File: src/bfi_ram.sv
// Generic single-write, single-read synchronous RAM with registered read data.
// Used for the program store, partner table, bracket stack and tape.
// No dependencies.
module bfi_ram #(
    parameter int WIDTH = 8,
    parameter int DEPTH = 256,
    localparam int AW = (DEPTH > 1) ? $clog2(DEPTH) : 1
) (
    input  logic             aclk,
    input  logic             we,
    input  logic [AW-1:0]    waddr,
    input  logic [WIDTH-1:0] wdata,
    input  logic             re,
    input  logic [AW-1:0]    raddr,
    output logic [WIDTH-1:0] rdata
);

    logic [WIDTH-1:0] mem [DEPTH];

    always_ff @(posedge aclk) begin
        if (we) begin
            mem[waddr] <= wdata;
        end
    end

    // Read data holds its value between reads.
    always_ff @(posedge aclk) begin
        if (re) begin
            rdata <= mem[raddr];
        end
    end

endmodule

File: config.mk
export PLATFORM = sky130hd
export DESIGN_NAME = bfi_ram
export DESIGN_NICKNAME = d
export VERILOG_FILES = /design/src/bfi_ram.sv
export SDC_FILE = /design/constraint.sdc
export NUM_CORES = 2
export LEC_CHECK = 0
export ABC_AREA = 1
export BUFFER_PORTS_ARGS = -buffer_cell sky130_fd_sc_hd__buf_2
export CAP_MARGIN = 20
export CORE_MARGIN = 2
export CORE_UTILIZATION = 35
export DETAILED_ROUTE_END_ITERATION = 8
export PLACE_DENSITY_LB_ADDON = 0.05
export SLEW_MARGIN = 20
export SYNTH_ARGS = -nofsm -noshare
export SYNTH_HDL_FRONTEND = slang
export SYNTH_SLANG_ARGS = --single-unit
File: constraint.sdc
create_clock -name aclk -period 4 [get_ports aclk]
set_input_delay 0.6 -clock aclk [delete_from_list [all_inputs] [get_ports aclk]]
set_output_delay 0.6 -clock aclk [all_outputs]
set_load 0.005 [all_outputs]
### After elaboration in Yosys (flattened, before gate mapping)

Memory sizes are Yosys's and may differ from the RTL's. A register that Yosys moved wholly into a read port is not among the register bits.
Cells that the tools add are included.

| cells by class | value |
|---|---|
| add/sub/neg operators | 0 |
| multipliers | 0 |
| divide/modulo/power cells | 0 |
| magnitude comparators | 0 |
| equal/unequal tests | 0 |
| shift operators | 0 |
| multiplexer cells | 2 |
| bitwise operators | 0 |
| reductions and logical operators | 0 |

Operator list:

| cell | number |
|---|---|
| $mux 1 | 2 |

| word-level totals | value |
|---|---|
| register bits after elaboration | 0 |
| latch bits | 0 |
| bits in writable memories | 2048 |
| ROM bits | 0 |
| logic and storage cells | 3 |
| memories | 1 |

Memory list:

| name | depth | width | read ports | clocked after memory_dff | write ports | line | text |
|---|---|---|---|---|---|---|---|
| mem | 256 | 8 | 1 | 1 | 1 | 18 | `logic [WIDTH-1:0] mem [DEPTH];` |

### Longest topological paths before layout

| depth | value |
|---|---|
| depth in word-level cells | 2 |
| depth in mapped cells | 15 |

### Worst setup path before layout

Ideal clock, no wire load.

| timing path | value |
|---|---|
| path type | input -> register |
| from | in we |
| to | mem mem[162][0] (enable) |
| arrival | 1.721 ns |
| required time | 3.630 ns |
| slack | 1.909 ns |
| stages | 4 |
| cells stage by stage | clkbuf_1 nand3_1 clkbuf_1 nor2_1 |

| on the way | value |
|---|---|
| longest elaborated chain between the ends | 2 |

RTL lines:

| what | line | text |
|---|---|---|
| start, declared | 10 | `input logic we,` |
| $mux 1 | 21 | `if (we) begin` |
| $mux 1 (not written as such) | 22 | `mem[waddr] <= wdata;` |
| end, declared | 18 |  |

No other way between the ends.

==> results.md <==
- Setup CP Type: input port to register
- RSZ-0062 raised after global routing: no
- Worst vdd ir: 0.357 mV
- Post-synthesis xor/xnor area fraction: 0%
- CP max-delay cell: nand3_1
- DRT iter0 DRCs: 4609
- Clock Skew: 37.7 ps
- Grt total ovfl: 0
- Crit path max-delay family: simple AND/OR/NAND/NOR gates
- Starting Density: 35.1%
- First-pass GRT wire length: 398000 µm
- Most numerous cell in the Yosys netlist: nand2_1
- Nets@finish: 7241
- Total iterations of the first detailed-routing run: 5
- Synthesis-to-layout area growth: 15.5%
- Antenna Violating Nets Remaining: 0
- Yosys cell types: 13
- Max-slew headroom: 21.9%
- CP required: 4630 ps
- Simple-gate share of the synthesized area: 22.9%
- YS warnings: 0
- Pwr Total: 46.6 mW
- Synth Cell Area: 83500 µm²
- Most common cell on crit path: nand3_1
- Primary FF master, synth: edfxtp_1
- Clk slew on worst S/H paths: 60 ps
- Detailed Place HPWL: 166000 µm
- Synth top area cells: edfxtp_1 74%, nand3_1 12%, nand2_1 9.5%
- Setup Buffers After CTS: 0
- Initial antenna violation count: 17
- Hold Vio Cnt, Final: 0
- R2R Setup Slk: 1620 ps
- Part of the Yosys area used for sequential elements: 74.0%
- Post-route minimum period: 2940 ps
- Min setup slack post-route: 1060 ps
- Routed wire length per instance: 26.3 µm
- Hold WC Path Type: input port to register
- Hold path startpoint: wdata[7]
- Synth top cells by count: 2123 x nand2_1, 2056 x edfxtp_1, 2019 x nand3_1
- R2R Path End: rdata[2]
- Via-to-Cell Ratio: 5.17
- Yosys top cell area share: 74.0%
- Worst setup SP type: input port
- Layout cells sized above 1: 10.5%
- WP depth: 13
- Die Area: 242000 µm²
- Clk_lat worst skew: 880 ps
- Period utilisation layout: 73.5%
- Cts hold-fix bufs: 0
- Post-CTS Resized: 0
- Max cap viols: 0
- TritonCTS Sinks: 2056
- Max incr delay on CP: 530 ps
- Routed Wire Length: 278000 µm
- Core area: 238000 µm²
- Cell taking the most area after synthesis: edfxtp_1
- Power Density: 483 nW/µm²
- #FFs+latches synth: 2056
- Num rows: 179
- Hold Path Depth: 1
- Root Driver: clkbuf_16
- Path depth of the worst reg2reg path: 10
- CP max FO: 45
- Total number of vias: 54690
- Worst R2R Start: mem[135][2]
- IO Port Bufs: 34
- Status: finished, final reports clean
- Fmax: 0.340 GHz
- Final Slew Violations: 0
- DIE WIDTH: 492 µm
- Fraction of registers with async set or reset after synthesis: 0%
- Io pins: 35
- Max Root-Sink Buffers: 3
- Crit path capture type: register
- Largest net degree at the start of global routing: 144
- GR Util All Layers: 22.6%
- Slew @ Worst Pin: 1170 ps
- Drt drc: 0
- CP arrival: 3570 ps
- H-tree levels: 4
- LEAKAGE: 33.7 nW
- Area share of fa/ha/maj cells after synthesis: 0%
- Total nets after synthesis: 7030
- Final setup viols: 0
- Cell Chain, Critical Path: buf_8, inv_8, buf_12, buf_12, nand3_1, nand3_1, nand3_1, nand3_1, nand3_1, nand3_1, nand2_1, nand2_1, nand2_1
- Vias in the first global route: 53568
- Post-synthesis compound-gate area fraction: 0%
- Mux cell area share after synthesis: 0%
- TritonCTS clock tree: built
- CTS Buf Count: 227
- Post-synth EDFFs: 2056
- Final core utilization: 40.6%
- Mean Syn Cell Area: 11.9 µm²
- Placer congestion estimate: 0.838
- Syn Inst Count: 7003
- Worst path bufs/invs: 4
- Main combinational cell family by area after synthesis: simple AND/OR/NAND/NOR gates
- Die height: 492 µm
- Post-Place Setup Slack: 185 ps
- Setup TNS: 0 ps
- Endpoint with the worst hold slack: mem[97][7]
-- through the flow --
stage	hold slack, ps	std cells	area (µm²)
after floorplan	699	7003	83500
after global placement	1080	10152	89500
after detailed placement	1020	10152	89500
after CTS	184	10576	96400
after global routing	205	10580	96400
final	233	10585	96400
-- where the power goes --
part | switching (mW) | internal, mW
Combinational | 2.29 | 0.741
Sequential | 0.0230 | 23.8
Clock | 8.72 | 11.1
Total | 11.0 | 35.6
-- area by class of cell --
type                    instances  area, µm²
fillers                     22574     141000
repair buffers                465       4400
inverters                      39        183
flip-flops and latches       2056      61700
diodes                          9       22.5
clock inverters               141       1060
multi-input cells            4425      19200
clock buffers                 283       5890
well taps                    3167       3960
-- cell families after synthesis --
| logic type | after synthesis |
|---|---|
| flops | 2056 |
| simple gates | 4425 |
| buf+inv | 522 |
-- sequential cells by signal (all words and copies together) (netlist names) --
signal  count
rdata       8
mem      2048
-- worst max-delay path by stage --
stage	startpoint	to	slack, ps
3_5_place_dp	raddr[0]	rdata[4]	190
5_1_grt	raddr[0]	rdata[4]	1110
4_1_cts	raddr[0]	rdata[4]	1150
2_1_floorplan	we	mem[162][0]	1910
6_report	raddr[1]	rdata[2]	1060
3_3_place_gp	raddr[0]	rdata[4]	250
-- worst register-to-register path: stages (launching register included) --
cell	delay, ps
edfxtp_1	360
nand2_1	70
nand3_1	100
nand3_1	140
nand3_1	210
nand3_1	220
nand3_1	280
nand3_1	530
nand2_1	100
nand2_1	80
nand2_1	60
-- metal layers --
layer | wire, µm | vias to the layer above | global-route usage, %
met1 | 126000 | 27583 | 32.0
met3 | 13700 | 372 | 3.07
met2 | 130000 | 1379 | 36.0
met4 | 8430 | 0 | 7.31
met5 | 0 | - | 0
li1 | - | 25356 | -
-- cell usage in the layout (no fill, tap or decap) --
master	Yosys	routed
inv_16	0	1
nor2_2	0	1
buf_2	268	21
nor2_1	283	282
diode_2	0	9
edfxtp_1	2056	2056
inv_2	2	2
buf_6	16	1
inv_8	0	2
buf_12	0	70
clkinv_16	0	2
inv_6	0	5
bufinv_16	0	11
clkbuf_1	112	56
nand3_1	2019	2019
inv_1	36	33
clkbuf_16	0	227
nand2_2	0	16
clkinv_1	0	76
nand2_1	2123	2107
buf_8	1	11
clkinv_8	0	9
clkinv_2	0	36
buf_4	46	362
clkinvlp_4	0	3
Power figures use the tool's default switching activity.
