--- src/bfi_pkg.sv ---
// Package for the tape-machine interpreter core: sizes, opcode and state
// encodings, and the result record shared by the control and output stage.
// No dependencies.
package bfi_pkg;

    localparam int TAPE_CELLS    = 32768;
    localparam int PROGRAM_DEPTH = 4096;
    localparam int NEST_DEPTH    = 64;

    // Tape address, program address, program count and nesting widths.
    localparam int TP_W = (TAPE_CELLS > 1) ? $clog2(TAPE_CELLS) : 1;
    localparam int PA_W = (PROGRAM_DEPTH > 1) ? $clog2(PROGRAM_DEPTH) : 1;
    localparam int PC_W = $clog2(PROGRAM_DEPTH + 1);
    localparam int SA_W = (NEST_DEPTH > 1) ? $clog2(NEST_DEPTH) : 1;
    localparam int ND_W = $clog2(NEST_DEPTH + 1);

    // Partner entry: matched bit above the partner's program address.
    localparam int PE_W = PA_W + 1;

    localparam int CELL_W  = 8;
    localparam int S_TDATA_W = 16;
    localparam int M_TDATA_W = 16;

    typedef enum logic [2:0] {
        OP_RIGHT = 3'd0,
        OP_LEFT  = 3'd1,
        OP_INC   = 3'd2,
        OP_DEC   = 3'd3,
        OP_OUT   = 3'd4,
        OP_IN    = 3'd5,
        OP_OPEN  = 3'd6,
        OP_CLOSE = 3'd7
    } op_t;

    typedef enum logic {
        CMD_LOAD = 1'b0,
        CMD_STEP = 1'b1
    } cmd_t;

    typedef enum logic [2:0] {
        ST_CLEAR,
        ST_IDLE,
        ST_EXEC,
        ST_PAIR_MATE,
        ST_PAIR_SELF
    } state_t;

    typedef struct packed {
        logic              fault;
        logic              halted;
        logic              in_taken;
        logic              out_valid;
        logic [CELL_W-1:0] out_byte;
    } res_t;

endpackage

--- src/bfi_out_stage.sv ---
// Two-entry result buffer (output register plus skid entry) for the m_ side.
// Depends on bfi_pkg for the result record.
module bfi_out_stage
    import bfi_pkg::*;
(
    input  logic aclk,
    input  logic aresetn,
    input  logic in_valid,
    input  res_t in_res,
    output logic in_ready,
    output logic out_valid,
    output res_t out_res,
    input  logic out_ready
);

    logic out_valid_reg, out_valid_next;
    logic skid_valid_reg, skid_valid_next;
    res_t out_res_reg, out_res_next;
    res_t skid_res_reg, skid_res_next;
    logic pop;

    assign pop      = out_valid_reg && out_ready;
    assign in_ready = !skid_valid_reg;

    always_comb begin
        out_valid_next  = out_valid_reg;
        skid_valid_next = skid_valid_reg;
        out_res_next    = out_res_reg;
        skid_res_next   = skid_res_reg;
        if (skid_valid_reg) begin
            if (pop) begin
                out_res_next    = skid_res_reg;
                skid_valid_next = 1'b0;
            end
        end else if (in_valid) begin
            if (!out_valid_reg || pop) begin
                out_res_next   = in_res;
                out_valid_next = 1'b1;
            end else begin
                skid_res_next   = in_res;
                skid_valid_next = 1'b1;
            end
        end else if (pop) begin
            out_valid_next = 1'b0;
        end
    end

    always_ff @(posedge aclk) begin
        if (!aresetn) begin
            out_valid_reg  <= 1'b0;
            skid_valid_reg <= 1'b0;
        end else begin
            out_valid_reg  <= out_valid_next;
            skid_valid_reg <= skid_valid_next;
        end
    end

    always_ff @(posedge aclk) begin
        out_res_reg  <= out_res_next;
        skid_res_reg <= skid_res_next;
    end

    assign out_valid = out_valid_reg;
    assign out_res   = out_res_reg;

endmodule

--- config.mk ---
export PLATFORM = sky130hd
export DESIGN_NAME = bfi_out_stage
export DESIGN_NICKNAME = d
export VERILOG_FILES = /design/src/bfi_pkg.sv /design/src/bfi_out_stage.sv
export SDC_FILE = /design/constraint.sdc
export NUM_CORES = 1
export LEC_CHECK = 0
export BUFFER_PORTS_ARGS = -buffer_cell sky130_fd_sc_hd__buf_2
export CAP_MARGIN = 20
export CORE_MARGIN = 2
export CORE_UTILIZATION = 40
export CTS_BUF_LIST = sky130_fd_sc_hd__clkbuf_2 sky130_fd_sc_hd__clkbuf_4 sky130_fd_sc_hd__clkbuf_8
export CTS_CLUSTER_DIAMETER = 120
export DETAILED_ROUTE_END_ITERATION = 10
export MAX_ROUTING_LAYER = met4
export PLACE_DENSITY = 0.7
export REMOVE_ABC_BUFFERS = 1
export SLEW_MARGIN = 20
export SYNTH_ARGS = -nofsm -noshare
export SYNTH_HDL_FRONTEND = slang
export SYNTH_SLANG_ARGS = --single-unit
--- constraint.sdc ---
create_clock -name aclk -period 1.69 [get_ports aclk]
set_clock_uncertainty 0.1 [all_clocks]
set_input_delay 0.338 -clock aclk [delete_from_list [all_inputs] [get_ports aclk]]
set_output_delay 0.338 -clock aclk [all_outputs]
set_load 0.03 [all_outputs]
=== Yosys cells after proc, flatten, opt, wreduce, memory -nomap -nowiden ===
Cells that the tools add are included.

* Register bits after elaboration: 26
* Bits in latches: 0
* RAM bits: 0
* Bits in read-only memories: 0
* Bits of input ports: 16
* Output and inout bits: 14
* Logic and storage cells: 37
* Memories: 0

* Add/sub/neg operators: 0
* Multipliers: 0
* Div/mod/pow operators: 0
* $lt $le $gt $ge: 0
* Eq/ne operators: 2
* Shift operators: 0
* Mux-type cells: 11
* Bitwise logic cells: 2
* Reductions and logical operators: 10

{| class="wikitable"
|+ Operators by type and width
! kind !! count
|-
| $mux W12 || 4
|-
| $reduce_and A3 Y1 || 3
|-
| $mux W1 || 7
|-
| $reduce_bool A2 Y1 || 3
|-
| $ne A2 B1 Y1 const B || 2
|-
| $logic_not A1 Y1 || 2
|-
| $not A1 Y1 || 2
|-
| $logic_and A1 B1 Y1 || 1
|-
| $logic_or A1 B1 Y1 || 1
|}

=== Longest topological paths before layout ===
* Depth in word-level cells: 5
* Gate-level depth with buffers: 4
* Gate-level depth less buffers: 2

=== Worst setup path before layout ===
OpenSTA, ideal clock, no wires.

* Path type: register to register
* From: reg out_valid_reg (netlist: out_valid)
* To: reg out_res_reg (netlist bit out_res[0]), enable pin
* Library setup time: 385 ps
* Arrival: 1339 ps
* Data required time: 1205 ps
* Setup slack: -134 ps
* Cell stages (with the launch flop): 3
* Buffers on the path: 0
* Period minus slack after synthesis: 1824 ps
* Path through: dfxtp_1 mux2i_1 a21oi_1

* Cells in the longest elaborated chain, start to end: 4
* Elaborated cells between the ends (all ways): 6
* Those cells by class: eq/ne (1); reduce/logical (5)

{| class="wikitable"
|+ Ends and longest elaborated chain
! what !! RTL line !! text
|-
| start, declared || bfi_out_stage.sv:16 || <nowiki>logic out_valid_reg, out_valid_next;</nowiki>
|-
| start signal, assigned || bfi_out_stage.sv:53 || <nowiki>out_valid_reg <= out_valid_next;</nowiki>
|-
| $logic_not A1 Y1 / $logic_and A1 B1 Y1 (equally long branches) || bfi_out_stage.sv:36, bfi_out_stage.sv:22 ||
|-
| $logic_or A1 B1 Y1 || bfi_out_stage.sv:36 || <nowiki>if (!out_valid_reg || pop) begin</nowiki>
|-
| $reduce_bool A2 Y1 (no line) || -- ||
|-
| $reduce_and A3 Y1 (no line) * || -- ||
|-
| end signal, assigned || bfi_out_stage.sv:59 || <nowiki>out_res_reg <= out_res_next;</nowiki>
|-
| end, declared || bfi_out_stage.sv:18 || <nowiki>res_t out_res_reg, out_res_next;</nowiki>
|}

Mark *: on every way between the ends. The rest lies on a longest branch, timed or not.
A chain may end at the register's enable or synchronous reset.

=== Final worst setup path ===
* From: reg skid_valid_reg
* To: out in_ready

* Cells in the longest elaborated chain, start to end: 1

{| class="wikitable"
|+ Ends and longest elaborated chain
! what !! RTL line !! text
|-
| start, declared || bfi_out_stage.sv:17 || <nowiki>logic skid_valid_reg, skid_valid_next;</nowiki>
|-
| start signal, assigned || bfi_out_stage.sv:54 || <nowiki>skid_valid_reg <= skid_valid_next;</nowiki>
|-
| $logic_not A1 Y1 || bfi_out_stage.sv:23 || <nowiki>assign in_ready = !skid_valid_reg;</nowiki>
|-
| end, declared || bfi_out_stage.sv:10 || <nowiki>output logic in_ready,</nowiki>
|}

Every way passes these cells.

==> out/qor.txt <==
outcome -> complete, no violations
Data required, critical path -> 1.25 ns
Worst setup SP type -> flip-flop
Arrival @ worst endpoint -> 1.04 ns
r2r endpoint -> out_res[6]
CP max FO -> 7
Die Area -> 0.002986 sq mm
Die Span Y -> 54.65 um
mean post-synth cell area -> 19.73 sq um
Levels on crit path -> 2
type of element capturing the critical path -> output pin
Port Buffer Count -> 29
Remaining DRCs -> 0
global-route total usage across every layer -> 11.86%
vias in the first global route -> 487
Leakage -> 0.4940 nW
Worst R2R Path Depth -> 2
Max IR drop VDD -> 0.0005425 V
min Tclk post-route -> 1.477 ns
Fin. Hold Viols -> 0
crit path kind -> reg2out
final RePlAce weighted congestion -> 0.6332
post-route ant nets -> 0
Pwr Density -> 967.2 mW/mm^2
DR WL/cell -> 11.92 um
fin crit share -> 87.39%
first-pass GRT wire length -> 2256 um
Worst Hold Class -> in2reg
max-cap violations -> 0
Fin Setup TNS -> 0 ns
antenna violations before repair -> 0
dpl hpwl -> 1061 um
Avg Vias per Cell -> 4.483
io pins -> 30
Die Span X -> 54.65 um
Post-synth top flop -> edfxtp_1
Core Area -> 0.002455 sq mm
Root Buffer -> clkbuf_4
Rows -> 18
TritonRoute pass-1 iters -> 3
Nets -> 105
crit path capture -> in_ready
Yosys top cell area share -> 70.24%
R2R Setup Slk -> 0.34 ns
CP Cell Sequence -> inv_1 > buf_2
Resize count post-CTS -> 0
Initial Utilization -> 41.79%
CTS H-tree depth -> 1
Layout area overhead -> 20.98%
commonest non-fill, non-tap cell in the layout -> buf_2
post-CTS setup buffers -> 0
top cell family by delay on the critical path -> flip-flops
Post-Syn Instances -> 52
part of the Yosys area used for sequential elements -> 74.15%
share of layout cells above drive strength 1 -> 56.82%
Mapped Area -> 0.001026 sq mm
top cell type by total area after synthesis -> edfxtp_1
Yosys warning total -> 0
most frequent cells in the layout -> buf_2, edfxtp_1, mux2_4
Via Count -> 529
RSZ-0062 raised after global routing -> false
Slew @ Worst Pin -> 0.2171 ns
CTS Hold Bufs -> 0
final setup fails -> 0
1st-iter DRT viols -> 3
Reg clk slew, reported paths -> 0.13 ns
Yosys cell types -> 15
Total Wirelength -> 1407 um
Inserted Diodes -> 0
Max Fclk -> 677.1 MHz
CTS max path bufs -> 2
number of synthesized flops with an enable pin -> 24
Async S/R FF share, synth -> 0%
Slowest-stage cell, CP -> dfxtp_1
Largest stage delay, worst path -> 0.46 ns
grt ovf -> 0
worst setup path startpoint -> skid_valid_reg
Setup WS post-layout -> 0.2131 ns
Crit path buffers/inverters -> 2
largest net degree at the start of global routing -> 15
Pwr Total -> 1.200 mW
TritonCTS buffer count -> 3
dpl cell area -> 0.001215 sq mm
CTS Sinks -> 26
final hold slack -> 0.1059 ns
worst-skew pair later-pin latency -> 0.31 ns
reg-to-reg startpoint -> skid_valid_reg
post-place setup slack -> 0.3382 ns
CTS tree -> done
Slew HR -> 85.51%
Final Max Slew Viols -> 0
fillcell total -> 215
main area contributors after synthesis -> edfxtp_1, mux2_4, mux2_2
Yosys reg bits -> 26
Final Cell Area -> 0.001241 sq mm
power breakdown:
part           switching [mW]  internal [mW]
clock                   0.167         0.0863
sequential             0.0122          0.748
combinational           0.110         0.0765
total                   0.290          0.911
Yosys cell counts (all sizes together), types with 2 or more instances:
cell,number
inv,3
mux2,12
edfxtp,24
a21oi,2
dfxtp,2
buf,2
cell families (layout without fill, tap and decap cells):
logic type | Yosys count | after routing | synth area share, %
muxes | 13 | 13 | 16.71
and+or+nand+nor | 4 | 4 | 2.805
buffers and inverters | 5 | 41 | 4.146
AOI/OAI and AO/OA | 4 | 4 | 2.195
DFF | 26 | 26 | 74.15
layout make-up:
type | count | area (sq um) | area share (%)
inverters | 3 | 11.26 | 0.9073
clock buffers | 3 | 22.52 | 1.815
well taps | 30 | 37.54 | 3.024
multi-input cells | 21 | 222.7 | 17.94
flip-flops and latches | 26 | 760.7 | 61.29
clock inverters | 1 | 3.754 | 0.3024
repair buffers | 34 | 182.7 | 14.72
how the worst min path moves through the flow:
stage                     startpoint                to  slack, ns  cells after the start
after floorplan            out_ready    skid_valid_reg       0.34                      1
after global placement     out_valid         out_valid       0.41                      2
after detailed placement  in_res[11]  skid_res_reg[11]       0.43                      1
after CTS                  in_res[8]   skid_res_reg[8]       0.09                      1
after global routing       in_res[8]   skid_res_reg[8]       0.09                      1
final                      in_res[8]   skid_res_reg[8]       0.11                      1
metrics by stage:
step,cells,utilization (%)
finish,118,50.56
global route,118,50.56
CTS,118,50.56
detailed placement,114,49.49
global placement,114,49.49
floorplan,50,-
metal layers:
metal	global-route usage [%]	part of all wire, %
met4	8.750	2.4
met5	-	0
met3	3.279	6.8
met2	15.48	45
met1	15.54	45
Note: power is estimated with default switching activity, not from simulation.
